===== src/sv/tps_pkg.sv =====
`default_nettype none

package tps_pkg;

  localparam int MAX_VERTICES_DEF = 16;
  localparam int DIST_BITS_DEF    = 16;
  localparam int LENGTH_BITS_DEF  = 32;

  localparam int MIN_VERTICES     = 3;
  localparam logic [4:0] VERTEX_COUNT_RESET = 5'd4;

  localparam logic [1:0] CMD_WRITE   = 2'd0;
  localparam logic [1:0] CMD_INIT    = 2'd1;
  localparam logic [1:0] CMD_ADVANCE = 2'd2;
  localparam logic [1:0] CMD_READ    = 2'd3;

endpackage

`default_nettype wire


===== src/sv/tps_ram.sv =====
`default_nettype none

module tps_ram #(
  parameter int DEPTH = 16,
  parameter int WIDTH = 4,
  parameter int AW    = $clog2(DEPTH)
) (
  input  wire logic             clk,
  input  wire logic             we,
  input  wire logic [AW-1:0]    waddr,
  input  wire logic [WIDTH-1:0] wdata,
  input  wire logic [AW-1:0]    raddr,
  output logic      [WIDTH-1:0] rdata
);

  logic [WIDTH-1:0] mem [DEPTH];

  always_ff @(posedge clk) begin
    if (we) begin
      mem[waddr] <= wdata;
    end
    rdata <= mem[raddr];
  end

endmodule

`default_nettype wire


===== src/sv/tour_permutation_stepper.sv =====
// Channel  | Direction | Handshake              | Payload
// in       | input     | in_valid / in_ready    | command, row_vertex, column_vertex,
//          |           |                        | pair_distance, tour_position
// out      | output    | out_valid / out_ready  | tour_length, advanced,
//          |           |                        | vertex_at_position, status
// cfg      | input     | cfg_valid / cfg_ready  | cfg_data (vertex_count)
//
// One command at a time; a sequencer works against a tour RAM and a distance RAM,
// each with one registered read port.
// Init: identity sweep of MAX_VERTICES tour slots, then a sum over the n tour edges.
// Advance: pivot scan from the tail, edge subtract, swap, suffix reversal, edge add.
// After rst (synchronous, active high) the tour RAM is swept to identity over all
// MAX_VERTICES positions before in_ready rises. A stalled result holds in the output
// register; the sequencer waits until it is taken.
`default_nettype none

module tour_permutation_stepper #(
  parameter int MAX_VERTICES = tps_pkg::MAX_VERTICES_DEF,
  parameter int DIST_BITS    = tps_pkg::DIST_BITS_DEF,
  parameter int LENGTH_BITS  = tps_pkg::LENGTH_BITS_DEF
) (
  input  wire logic        clk,
  input  wire logic        rst,
  input  wire logic        in_valid,
  output logic             in_ready,
  input  wire logic [1:0]  command,
  input  wire logic [3:0]  row_vertex,
  input  wire logic [3:0]  column_vertex,
  input  wire logic [15:0] pair_distance,
  input  wire logic [3:0]  tour_position,
  output logic             out_valid,
  input  wire logic        out_ready,
  output logic [31:0]      tour_length,
  output logic             advanced,
  output logic [3:0]       vertex_at_position,
  output logic             status,
  input  wire logic        cfg_valid,
  output logic             cfg_ready,
  input  wire logic [4:0]  cfg_data
);

  import tps_pkg::*;

  localparam int PW         = $clog2(MAX_VERTICES);
  localparam int NW         = $clog2(MAX_VERTICES + 1);
  localparam int EW         = NW + 1;
  localparam int PAIR_SLOTS = MAX_VERTICES * (MAX_VERTICES - 1) / 2;
  localparam int SW         = $clog2(PAIR_SLOTS);

  localparam logic [4:0] ST_IDLE   = 5'd0;
  localparam logic [4:0] ST_CLEAR  = 5'd1;
  localparam logic [4:0] ST_RDV    = 5'd2;
  localparam logic [4:0] ST_SCAN_A = 5'd3;
  localparam logic [4:0] ST_SCAN_B = 5'd4;
  localparam logic [4:0] ST_SCAN_C = 5'd5;
  localparam logic [4:0] ST_FIND_A = 5'd6;
  localparam logic [4:0] ST_FIND_B = 5'd7;
  localparam logic [4:0] ST_ESEL   = 5'd8;
  localparam logic [4:0] ST_EA     = 5'd9;
  localparam logic [4:0] ST_EB     = 5'd10;
  localparam logic [4:0] ST_EC     = 5'd11;
  localparam logic [4:0] ST_ED     = 5'd12;
  localparam logic [4:0] ST_SWAP2  = 5'd13;
  localparam logic [4:0] ST_REV_A  = 5'd14;
  localparam logic [4:0] ST_REV_B  = 5'd15;
  localparam logic [4:0] ST_REV_C  = 5'd16;
  localparam logic [4:0] ST_REV_D  = 5'd17;
  localparam logic [4:0] ST_DONE   = 5'd18;

  localparam logic [1:0] PH_RESET = 2'd0;
  localparam logic [1:0] PH_INIT  = 2'd1;
  localparam logic [1:0] PH_SUB   = 2'd2;
  localparam logic [1:0] PH_ADD   = 2'd3;

  logic [4:0]             state;
  logic [1:0]             phase;
  logic [4:0]             vertex_count;
  logic [LENGTH_BITS-1:0] running_length;
  logic [LENGTH_BITS-1:0] sum;
  logic [NW-1:0]          p, s, lo, hi, k, ei, ej;
  logic [EW-1:0]          e;
  logic [PW-1:0]          va, right, pivot, sval;
  logic                   res_adv, res_status;
  logic [3:0]             res_vertex;

  logic [NW-1:0]          n;
  logic [PW-1:0]          t_raddr, t_waddr, t_wdata, tq;
  logic                   t_we;
  logic [SW-1:0]          d_raddr, d_waddr;
  logic [DIST_BITS-1:0]   d_wdata, dq;
  logic                   d_we;
  logic                   sel_en, sel_end;
  logic [NW-1:0]          sel_i, sel_j;
  logic                   bad_pair, pos_ok;
  logic [63:0]            len_wide, vtx_wide;
  logic [31:0]            dist_wide;

  function automatic logic [SW-1:0] slot_of(input logic [PW-1:0] a, input logic [PW-1:0] b);
    logic [PW-1:0]   h, l;
    logic [2*PW-1:0] prod;
    h    = (a > b) ? a : b;
    l    = (a > b) ? b : a;
    prod = (2*PW)'(h) * (2*PW)'(h - PW'(1));
    return SW'(prod >> 1) + SW'(l);
  endfunction

  tps_ram #(.DEPTH(MAX_VERTICES), .WIDTH(PW)) u_tour (
    .clk  (clk),
    .we   (t_we),
    .waddr(t_waddr),
    .wdata(t_wdata),
    .raddr(t_raddr),
    .rdata(tq)
  );

  tps_ram #(.DEPTH(PAIR_SLOTS), .WIDTH(DIST_BITS)) u_dist (
    .clk  (clk),
    .we   (d_we),
    .waddr(d_waddr),
    .wdata(d_wdata),
    .raddr(d_raddr),
    .rdata(dq)
  );

  always_comb begin
    if (int'(vertex_count) < MIN_VERTICES) begin
      n = NW'(MIN_VERTICES);
    end else if (int'(vertex_count) > MAX_VERTICES) begin
      n = NW'(MAX_VERTICES);
    end else begin
      n = NW'(vertex_count);
    end
  end

  assign in_ready  = (state == ST_IDLE);
  assign cfg_ready = 1'b1;
  assign bad_pair  = (row_vertex == column_vertex) || (int'(row_vertex) >= MAX_VERTICES) ||
                     (int'(column_vertex) >= MAX_VERTICES);
  assign pos_ok    = int'(tour_position) < MAX_VERTICES;
  assign len_wide  = 64'(running_length);
  assign vtx_wide  = 64'(tq);
  assign dist_wide = 32'(pair_distance);

  always_comb begin
    sel_en  = 1'b1;
    sel_end = 1'b0;
    sel_i   = '0;
    sel_j   = '0;
    if (phase == PH_INIT) begin
      sel_end = (e == EW'(n));
      sel_i   = e[NW-1:0];
      sel_j   = (e[NW-1:0] == n - NW'(1)) ? '0 : e[NW-1:0] + NW'(1);
    end else begin
      case (e)
        EW'(0): begin
          sel_i = p - NW'(2);
          sel_j = p - NW'(1);
        end
        EW'(1): begin
          sel_i = p - NW'(1);
          sel_j = p;
        end
        EW'(2): begin
          sel_en = (s != p);
          sel_i  = s - NW'(1);
          sel_j  = s;
        end
        EW'(3): begin
          sel_en = (s != n - NW'(1));
          sel_i  = s;
          sel_j  = s + NW'(1);
        end
        EW'(4): begin
          sel_i = '0;
          sel_j = n - NW'(1);
        end
        default: sel_end = 1'b1;
      endcase
    end
  end

  always_comb begin
    t_raddr = '0;
    t_we    = 1'b0;
    t_waddr = '0;
    t_wdata = '0;
    d_raddr = slot_of(va, tq);
    d_we    = 1'b0;
    d_waddr = slot_of(PW'(row_vertex), PW'(column_vertex));
    d_wdata = dist_wide[DIST_BITS-1:0];
    unique case (state)
      ST_IDLE: begin
        t_raddr = PW'(tour_position);
        d_we    = in_valid && (command == CMD_WRITE) && !bad_pair;
      end
      ST_CLEAR: begin
        t_we    = 1'b1;
        t_waddr = k[PW-1:0];
        t_wdata = k[PW-1:0];
      end
      ST_SCAN_A: t_raddr = p[PW-1:0];
      ST_SCAN_B: t_raddr = PW'(p - NW'(1));
      ST_SCAN_C: t_raddr = PW'(p - NW'(2));
      ST_FIND_A: t_raddr = s[PW-1:0];
      ST_FIND_B: t_raddr = PW'(s - NW'(1));
      ST_ESEL: begin
        t_we    = sel_end && (phase == PH_SUB);
        t_waddr = PW'(p - NW'(1));
        t_wdata = sval;
      end
      ST_EA: t_raddr = ei[PW-1:0];
      ST_EB: t_raddr = ej[PW-1:0];
      ST_SWAP2: begin
        t_we    = 1'b1;
        t_waddr = s[PW-1:0];
        t_wdata = pivot;
      end
      ST_REV_A: t_raddr = lo[PW-1:0];
      ST_REV_B: t_raddr = hi[PW-1:0];
      ST_REV_C: begin
        t_we    = 1'b1;
        t_waddr = lo[PW-1:0];
        t_wdata = tq;
      end
      ST_REV_D: begin
        t_we    = 1'b1;
        t_waddr = hi[PW-1:0];
        t_wdata = va;
      end
      default: ;
    endcase
  end

  always_ff @(posedge clk) begin
    if (rst) begin
      state          <= ST_CLEAR;
      phase          <= PH_RESET;
      k              <= '0;
      vertex_count   <= VERTEX_COUNT_RESET;
      running_length <= '0;
      out_valid      <= 1'b0;
    end else begin
      if (cfg_valid && cfg_ready) begin
        vertex_count <= cfg_data;
      end
      if (out_valid && out_ready && (state != ST_DONE)) begin
        out_valid <= 1'b0;
      end
      unique case (state)
        ST_IDLE: begin
          if (in_valid) begin
            res_adv    <= 1'b0;
            res_status <= (command == CMD_WRITE) && bad_pair;
            res_vertex <= '0;
            unique case (command)
              CMD_WRITE: state <= ST_DONE;
              CMD_INIT: begin
                k     <= '0;
                phase <= PH_INIT;
                state <= ST_CLEAR;
              end
              CMD_ADVANCE: begin
                p     <= n - NW'(1);
                phase <= PH_SUB;
                state <= ST_SCAN_A;
              end
              CMD_READ: state <= pos_ok ? ST_RDV : ST_DONE;
              default: state <= ST_DONE;
            endcase
          end
        end
        ST_CLEAR: begin
          k <= k + NW'(1);
          if (k == NW'(MAX_VERTICES - 1)) begin
            e     <= '0;
            sum   <= '0;
            state <= (phase == PH_INIT) ? ST_ESEL : ST_IDLE;
          end
        end
        ST_RDV: begin
          res_vertex <= vtx_wide[3:0];
          state      <= ST_DONE;
        end
        ST_SCAN_A: state <= ST_SCAN_B;
        ST_SCAN_B: begin
          right <= tq;
          state <= ST_SCAN_C;
        end
        ST_SCAN_C: begin
          if (tq >= right) begin
            if (p <= NW'(2)) begin
              state <= ST_DONE;
            end else begin
              p     <= p - NW'(1);
              right <= tq;
            end
          end else begin
            pivot <= tq;
            s     <= n - NW'(1);
            state <= ST_FIND_A;
          end
        end
        ST_FIND_A: state <= ST_FIND_B;
        ST_FIND_B: begin
          if (tq <= pivot) begin
            s <= s - NW'(1);
          end else begin
            sval  <= tq;
            e     <= '0;
            sum   <= '0;
            state <= ST_ESEL;
          end
        end
        ST_ESEL: begin
          if (sel_end) begin
            unique case (phase)
              PH_SUB: begin
                running_length <= running_length - sum;
                state          <= ST_SWAP2;
              end
              PH_ADD: begin
                running_length <= running_length + sum;
                res_adv        <= 1'b1;
                state          <= ST_DONE;
              end
              default: begin
                running_length <= sum;
                state          <= ST_DONE;
              end
            endcase
          end else if (sel_en) begin
            ei    <= sel_i;
            ej    <= sel_j;
            state <= ST_EA;
          end else begin
            e <= e + EW'(1);
          end
        end
        ST_EA: state <= ST_EB;
        ST_EB: begin
          va    <= tq;
          state <= ST_EC;
        end
        ST_EC: state <= ST_ED;
        ST_ED: begin
          sum   <= sum + LENGTH_BITS'(dq);
          e     <= e + EW'(1);
          state <= ST_ESEL;
        end
        ST_SWAP2: begin
          lo    <= p;
          hi    <= n - NW'(1);
          state <= ST_REV_A;
        end
        ST_REV_A: begin
          if (lo < hi) begin
            state <= ST_REV_B;
          end else begin
            s     <= n - s + p - NW'(1);
            e     <= '0;
            sum   <= '0;
            phase <= PH_ADD;
            state <= ST_ESEL;
          end
        end
        ST_REV_B: begin
          va    <= tq;
          state <= ST_REV_C;
        end
        ST_REV_C: state <= ST_REV_D;
        ST_REV_D: begin
          lo    <= lo + NW'(1);
          hi    <= hi - NW'(1);
          state <= ST_REV_A;
        end
        ST_DONE: begin
          if (!out_valid || out_ready) begin
            out_valid <= 1'b1;
            state     <= ST_IDLE;
          end
        end
        default: state <= ST_IDLE;
      endcase
    end
  end

  always_ff @(posedge clk) begin
    if (state == ST_DONE && (!out_valid || out_ready)) begin
      tour_length        <= len_wide[31:0];
      advanced           <= res_adv;
      vertex_at_position <= res_vertex;
      status             <= res_status;
    end
  end

endmodule

`default_nettype wire


===== config.mk =====
export PLATFORM = sky130hd
export DESIGN_NAME = tour_permutation_stepper
export DESIGN_NICKNAME = d
export VERILOG_FILES = /design/src/sv/tps_pkg.sv /design/src/sv/tps_ram.sv /design/src/sv/tour_permutation_stepper.sv
export SDC_FILE = /design/constraint.sdc
export NUM_CORES = 2
export LEC_CHECK = 0
export BUFFER_PORTS_ARGS = -buffer_cell sky130_fd_sc_hd__buf_4
export CAP_MARGIN = 0
export CORE_ASPECT_RATIO = 0.8
export CORE_MARGIN = 3
export CORE_UTILIZATION = 50
export DETAILED_ROUTE_END_ITERATION = 8
export PLACE_DENSITY = 0.65
export SETUP_SLACK_MARGIN = 0.05
export SLEW_MARGIN = 0
export SYNTH_ARGS = -nofsm -noshare
export SYNTH_HDL_FRONTEND = slang
export SYNTH_SLANG_ARGS = --single-unit

===== constraint.sdc =====
create_clock -name clk -period 8.45 [get_ports clk]
set_clock_uncertainty 0.05 [all_clocks]
set_input_delay 0.4225 -clock clk [delete_from_list [all_inputs] [get_ports clk]]
set_output_delay 0.4225 -clock clk [all_outputs]
set_load 0.02 [all_outputs]

## Yosys cells after proc, flatten, opt, wreduce, memory -nomap -nowiden

Memories as Yosys holds them, arrays and structs flattened. A register that Yosys moved wholly into a read port is not among the register bits.
Index checks and enable logic that the tools add are counted.

- Divide/modulo/power cells: 0
- Equality and inequality tests: 53
- Multiplexer cells: 78
- Reduce and logical (&&, ||, !) cells: 44
- $mul: 2
- $lt $le $gt $ge: 8
- Bitwise logic cells: 4
- Add/subtract/negate cells: 20
- Shift operators: 0

Operators by type and width:

| operator | number |
|---|---|
| $pmux 32 s4 | 1 |
| $mux 5 | 20 |
| $mux 32 | 3 |
| $pmux 5 s18 | 1 |
| $pmux 32 s2 | 1 |
| $pmux 4 s5 | 3 |
| $eq 5x4->1 const B | 9 |
| $mux 4 | 11 |
| $pmux 4 s10 | 1 |
| $pmux 5 s2 | 4 |
| $add 32x16->32 | 1 |
| $add 32x32->32 | 1 |
| $sub 32x32->32 | 1 |
| $mux 6 | 5 |
| $pmux 6 s5 | 1 |
| $sub 5x1->5 const B | 5 |
| $ne 2x2->1 const B | 12 |
| $eq 5x3->1 const B | 4 |
| $pmux 5 s4 | 1 |
| $mul 5x5->8 | 2 |
| $pmux 4 s2 | 2 |
| $pmux 4 s4 | 1 |
| $eq 5x5->1 const B | 3 |
| $pmux 5 s3 | 1 |
| other kinds (55) | 115 |

- Bits in registers: 176
- Output and inout port bits: 41
- Word-level logic and storage cells: 236
- Latch bits: 0
- Memories: 2
- ROM bits: 0
- Memory bits (writable): 1,984
- Input port bits: 40

Memories:

| name | depth | width | rd ports | clocked after Yosys merged registers in | wr ports | line | text |
|---|---|---|---|---|---|---|---|
| u_dist.mem | 120 | 16 | 1 | 1 | 1 | tps_ram.sv:16 | `logic [WIDTH-1:0] mem [DEPTH];` |
| u_tour.mem | 16 | 4 | 1 | 1 | 1 | tps_ram.sv:16 |  |

## Depth between registers and ports, before layout

- Word-level depth: 10
- Gate-level depth with buffers: 30
- Mapped depth without buffers: 27

## Hierarchy

From an unflattened synthesis, not the netlist that was laid out.

- Cells, all modules: 5,247
- Area, all modules: 92,080.8 µm²

By module, submodules not included:

| module | cells each | times used | sequential area each (µm²) | area an instance (µm²) |
|---|---|---|---|---|
| tps_ram (u_dist) | 3,498 | 1 | 57,975.6 | 74,944.4 |
| tour_permutation_stepper | 1,619 | 1 | 4,784.6 | 14,470.1 |
| tps_ram (u_tour) | 130 | 1 | 2,001.9 | 2,666.3 |

## Least setup slack after synthesis

Ideal clock, no wire load.

- Path type: in2reg
- Start: input column_vertex[2]
- End: memory u_dist.mem[10][0] in the netlist's numbering, enable pin
- Data required time: 8.012 ns
- Setup slack: 1.159 ns
- Arrival: 6.852 ns
- Stages: 21
- Library setup time: 0.388 ns
- Buffers on the path: 0
- Cells stage by stage: inv_1 ha_1 and4_1 nor2_1 mux2i_1 nand3_1 ha_1 or2_2 fa_1 fa_1 fa_1 inv_1 fa_1 ha_1 a21oi_1 nor2_1 nand2_1 xnor3_1 and2_2 nand2_4 nor2_1

- Longest elaborated chain between the ends: 6

Ends and longest elaborated chain:

| what | line | text |
|---|---|---|
| start: declaration | tour_permutation_stepper.sv:28 | `input wire logic [3:0] column_vertex,` |
| parallel branches: the longest is 6 deep, another holds $mul 5x5->8 | n/a |  |
| end: declaration | tps_ram.sv:16 |  |

Parallel ways; which one is timed is not known.

## Worst setup path in the final report

- Start: register u_tour.rdata[1], read port of u_tour.mem
- End: register u_dist.rdata[1], read port of u_dist.mem

- Longest elaborated chain between the ends: 5

Ends and longest elaborated chain:

| what | line | text |
|---|---|---|
| start: declaration | tps_ram.sv:13 | `output logic [WIDTH-1:0] rdata` |
| $gt 4x4->1 | tour_permutation_stepper.sv:101, tour_permutation_stepper.sv:102 |  |
| $mux 4 | tour_permutation_stepper.sv:101 | `h = (a > b) ? a : b;` |
| $sub 4x1->5 | tour_permutation_stepper.sv:103 | `prod = (2*PW)'(h) * (2*PW)'(h - PW'(1));` |
| $mul 5x5->8 | tour_permutation_stepper.sv:103 |  |
| $add 7x4->7 (*) | tour_permutation_stepper.sv:104 | `return SW'(prod >> 1) + SW'(l);` |
| end: declaration | tps_ram.sv:13 |  |

Mark *: on every way between the ends. The rest lies on a longest branch, timed or not.
A chain may end at the register's enable or synchronous reset.

==> results.txt <==
Vias per inst -> 6.20
Core area -> 0.183 mm^2
Hold endpoint -> u_dist.mem[69][0]$_DFFE_PP_
CP max FO -> 20
DRT iter0 DRCs -> 6507
Initial antenna violation count -> 11
CTS buffer count -> 206
CP arrival -> 8.72 ns
HP Start -> pair_distance[0]
Crit-path max cell delay -> 0.55 ns
Rows -> 140
Reg-to-reg startpoint -> u_tour.rdata[1]$_DFF_P_
Number of synthesized flops with an enable pin -> 2110
Cell at the root of the clock tree -> clkbuf_16
CP Class -> reg2reg
Number of global-route vias before repair -> 46713
H-tree depth -> 4
HPWL Detailed -> 144000 um
Syn Area/Cell -> 18.7 um^2
Largest net degree at the start of global routing -> 99
Port bufs -> 79
Post-synthesis cell count -> 4933
Die W -> 486 um
Post-Layout Inst Area -> 0.103 mm^2
TNS Setup -> 0 ns
Overflow after GRT -> 0
Setup Viol. Count Final -> 0
Final min period -> 8.04 ns
Worst Setup End Kind -> register
Period utilization -> 0.952
Startpoint Class -> register
Max-cap viol count -> 0
Initial Utilization -> 0.504
Yosys cell types -> 111
Post-synth ARST share -> 0
CP delay by family, top -> adder cells
Seq/Total Area, Yosys -> 0.703
Final hold vios -> 0
Final ANT Viol Nets -> 0
Clk slew on worst S/H paths -> 0.06 ns
Top FF cell, synth -> edfxtp_1
Flops & latches, synth -> 2180
Routed WL -> 229000 um
CTS tree -> yes
WL/cell -> 29.3 um
Min-Delay Path Depth -> 1
Synthesized Nets -> 5134
Gr usage total -> 0.242
CP required -> 9.13 ns
CTS Sinks -> 2180
Global-route wire length before repair -> 333000 um
Post-CTS setup buffers -> 0
Longest Clk Path Bufs -> 3
Vias -> 48545
Die height -> 390 um
Fmax -> 124 MHz
Nets@finish -> 5443
Worst Tran Pin Value -> 1.21 ns
Cell mode on critical path -> mux2i_1
CP max-delay cell -> fa_1
Hold WC Path Type -> in2reg
RePlAce Congestion -> 0.909
I/O pin count -> 81
R2R depth -> 26
Fillers -> 13646
Residual DRC -> 0
Crit Reg-Reg Endpoint -> u_dist.rdata[1]$_DFF_P_
Max-slew headroom -> 0.192
Synthesized area -> 0.0921 mm^2
Synth warn -> 0
Area delta synth->final -> 12.4%
RSZ-0062 raised after global routing -> false
Reg-to-reg slack, setup -> 0.41 ns
DR pass1 iterations -> 7
Post-DP Area -> 0.0968 mm^2
Share of layout cells above drive strength 1 -> 0.227
WP buf/inv -> 4
Status -> finished, final reports clean
Die area -> 0.189 mm^2
Clk Latency, worst-skew pair -> 0.84 ns
Count of pins over their slew limit -> 0
layout by cell type (no fill, tap or decap), types with 9 or more instances in the layout:
| cell | n |
|---|---|
| dfxtp_1 | 69 |
| buf_4 | 299 |
| o22ai_1 | 13 |
| mux2_2 | 23 |
| and3_1 | 19 |
| ha_1 | 137 |
| o211ai_1 | 15 |
| a31oi_1 | 11 |
| nand2_2 | 11 |
| nand3_1 | 56 |
| o21a_1 | 10 |
| or3_1 | 22 |
| a211oi_1 | 28 |
| inv_1 | 95 |
| clkinv_2 | 41 |
| o21bai_1 | 9 |
| edfxtp_1 | 2110 |
| nand4_1 | 18 |
| nor2b_1 | 25 |
| a22oi_1 | 14 |
| mux2i_1 | 366 |
| a21oi_1 | 125 |
| xnor2_1 | 70 |
| mux4_2 | 524 |
| clkbuf_16 | 209 |
| nand2_1 | 160 |
| clkbuf_1 | 45 |
| buf_12 | 25 |
| a21o_1 | 27 |
| nor2_1 | 287 |
| dlygate4sd3_1 | 18 |
| and2_1 | 15 |
| nor3_1 | 45 |
| xor2_1 | 44 |
| clkinv_1 | 54 |
| o21ai_0 | 104 |
| nand2b_1 | 26 |
| fa_1 | 22 |
logic make-up (layout without fill, tap and decap cells):
kind of cell | Yosys count | count (layout) | share of synthesized area
adders and majority gates | 161 | 161 | 0.0238
buffers and inverters | 341 | 823 | 0.0164
DFF | 2180 | 2180 | 0.703
muxes | 920 | 920 | 0.172
xor gates and xnor gates | 122 | 122 | 0.0120
other | 1 | 2 | 0.0000407
and+or+nand+nor | 760 | 760 | 0.0403
AOI/OAI and AO/OA | 448 | 448 | 0.0318
cell usage after synthesis, drive strengths merged (6+ instances only):
cell	instances	share of area
or2	7	0.00048
nand3	57	0.0032
nor3	50	0.0030
and2	20	0.0014
a211oi	28	0.0023
a31oi	11	0.00075
o21a	10	0.00082
nor2b	25	0.0017
or3	23	0.0016
o221ai	7	0.00067
a21oi	126	0.0069
ha	138	0.019
a21o	27	0.0022
o21bai	10	0.00086
nand4	19	0.0014
dfxtp	70	0.015
o21ai	110	0.0060
mux2i	369	0.040
nor2	292	0.012
mux2	23	0.0028
nor4	7	0.00087
and3	20	0.0014
nand3b	8	0.00065
o22ai	13	0.00088
o31ai	6	0.00049
a22oi	14	0.0011
buf	122	0.0074
xnor2	73	0.0071
mux4	528	0.13
edfxtp	2110	0.69
nand2b	26	0.0018
inv	95	0.0039
xor2	48	0.0046
fa	23	0.0050
clkbuf	121	0.0050
o211ai	15	0.0012
nand2	179	0.0082
a211o	6	0.00057
o2111ai	6	0.00057
repair_timing:
action                                  4_1_cts  5_1_grt
hold buffers                                 18        0
hold endpoints to repair                     81        0
gates resized for setup                       1        4
cloned                                        0        1
endpoints found under the setup margin        1       16
routing by layer:
| layer | vias up | GRT usage | share of wire |
|---|---|---|---|
| met1 | 25327 | 0.388 | 0.44 |
| met4 | 2 | 0.0465 | 0.017 |
| met2 | 2408 | 0.345 | 0.44 |
| met5 | - | 0 | 0.000057 |
| li1 | 20549 | - | - |
| met3 | 259 | 0.0478 | 0.10 |
worst reg2reg max path, cell delays in order, from the launching register on:
cell and delay (ns):
dfxtp_1 0.49, inv_1 0.13, ha_1 0.30, nor2b_1 0.13, o21a_1 0.17, o21a_1 0.20, o21ai_4 0.34, mux2i_1 0.41
inv_1 0.15, nor2_1 0.16, nand2_1 0.07, ha_1 0.32, nor2_1 0.19, fa_1 0.47, fa_1 0.46, fa_1 0.55
fa_1 0.43, ha_1 0.41, a21o_1 0.25, xor2_4 0.24, buf_12 0.26, buf_4 0.32, mux2i_1 0.34, mux2i_1 0.29
mux2i_1 0.31, mux2i_1 0.18, mux2_2 0.31
worst max path at each step:
| stage | start | endpoint | slack, ns | cells after the start |
|---|---|---|---|---|
| after floorplan | column_vertex[2] | u_dist.mem[10][0]$_DFFE_PP_ | 1.16 | 21 |
| after global placement | u_tour.rdata[1]$_DFF_P_ | u_dist.rdata[9]$_DFF_P_ | 0.16 | 26 |
| after detailed placement | u_tour.rdata[1]$_DFF_P_ | u_dist.rdata[9]$_DFF_P_ | 0.11 | 26 |
| after CTS | u_tour.rdata[1]$_DFF_P_ | u_dist.rdata[9]$_DFF_P_ | 0.07 | 26 |
| after global routing | u_tour.rdata[1]$_DFF_P_ | u_dist.rdata[12]$_DFF_P_ | 0.06 | 26 |
| final | u_tour.rdata[1]$_DFF_P_ | u_dist.rdata[1]$_DFF_P_ | 0.41 | 26 |
flip-flops by register name (all words and copies together), names as in the netlist, 5 cells and up:
| name | count |
|---|---|
| running_length | 32 |
| lo | 5 |
| u_tour.mem | 64 |
| tour_length | 32 |
| sum | 32 |
| vertex_count | 5 |
| e | 6 |
| u_dist.rdata | 16 |
| p | 5 |
| state | 5 |
| s | 5 |
| hi | 5 |
| k | 5 |
| u_dist.mem | 1920 |
stage by stage:
stage / cells / util / worst slack, ns / hold WS (ns)
after floorplan: 4933 / - / 1.16 / 0.350
after global placement: 7429 / 0.531 / 0.164 / 0.368
after detailed placement: 7429 / 0.531 / 0.107 / 0.369
after CTS: 7828 / 0.567 / 0.0680 / 0.00645
after global routing: 7829 / 0.567 / 0.0568 / 0.0314
final: 7830 / 0.567 / 0.405 / 0.0841
final cells by class:
type / count / area [um^2] / share of cell area
diodes: 1 / 2.50 / 0.0000242
clock inverters: 122 / 951 / 0.00919
repair buffers: 344 / 2980 / 0.0288
well taps: 2414 / 3020 / 0.0292
flip-flops and latches: 2180 / 64800 / 0.626
clock buffers: 259 / 5460 / 0.0527
multi-input cells: 2412 / 26000 / 0.251
inverters: 98 / 368 / 0.00355
Power is not shown: default switching activity piles up to over one toggle a cycle in this logic, so the estimate is an artifact.
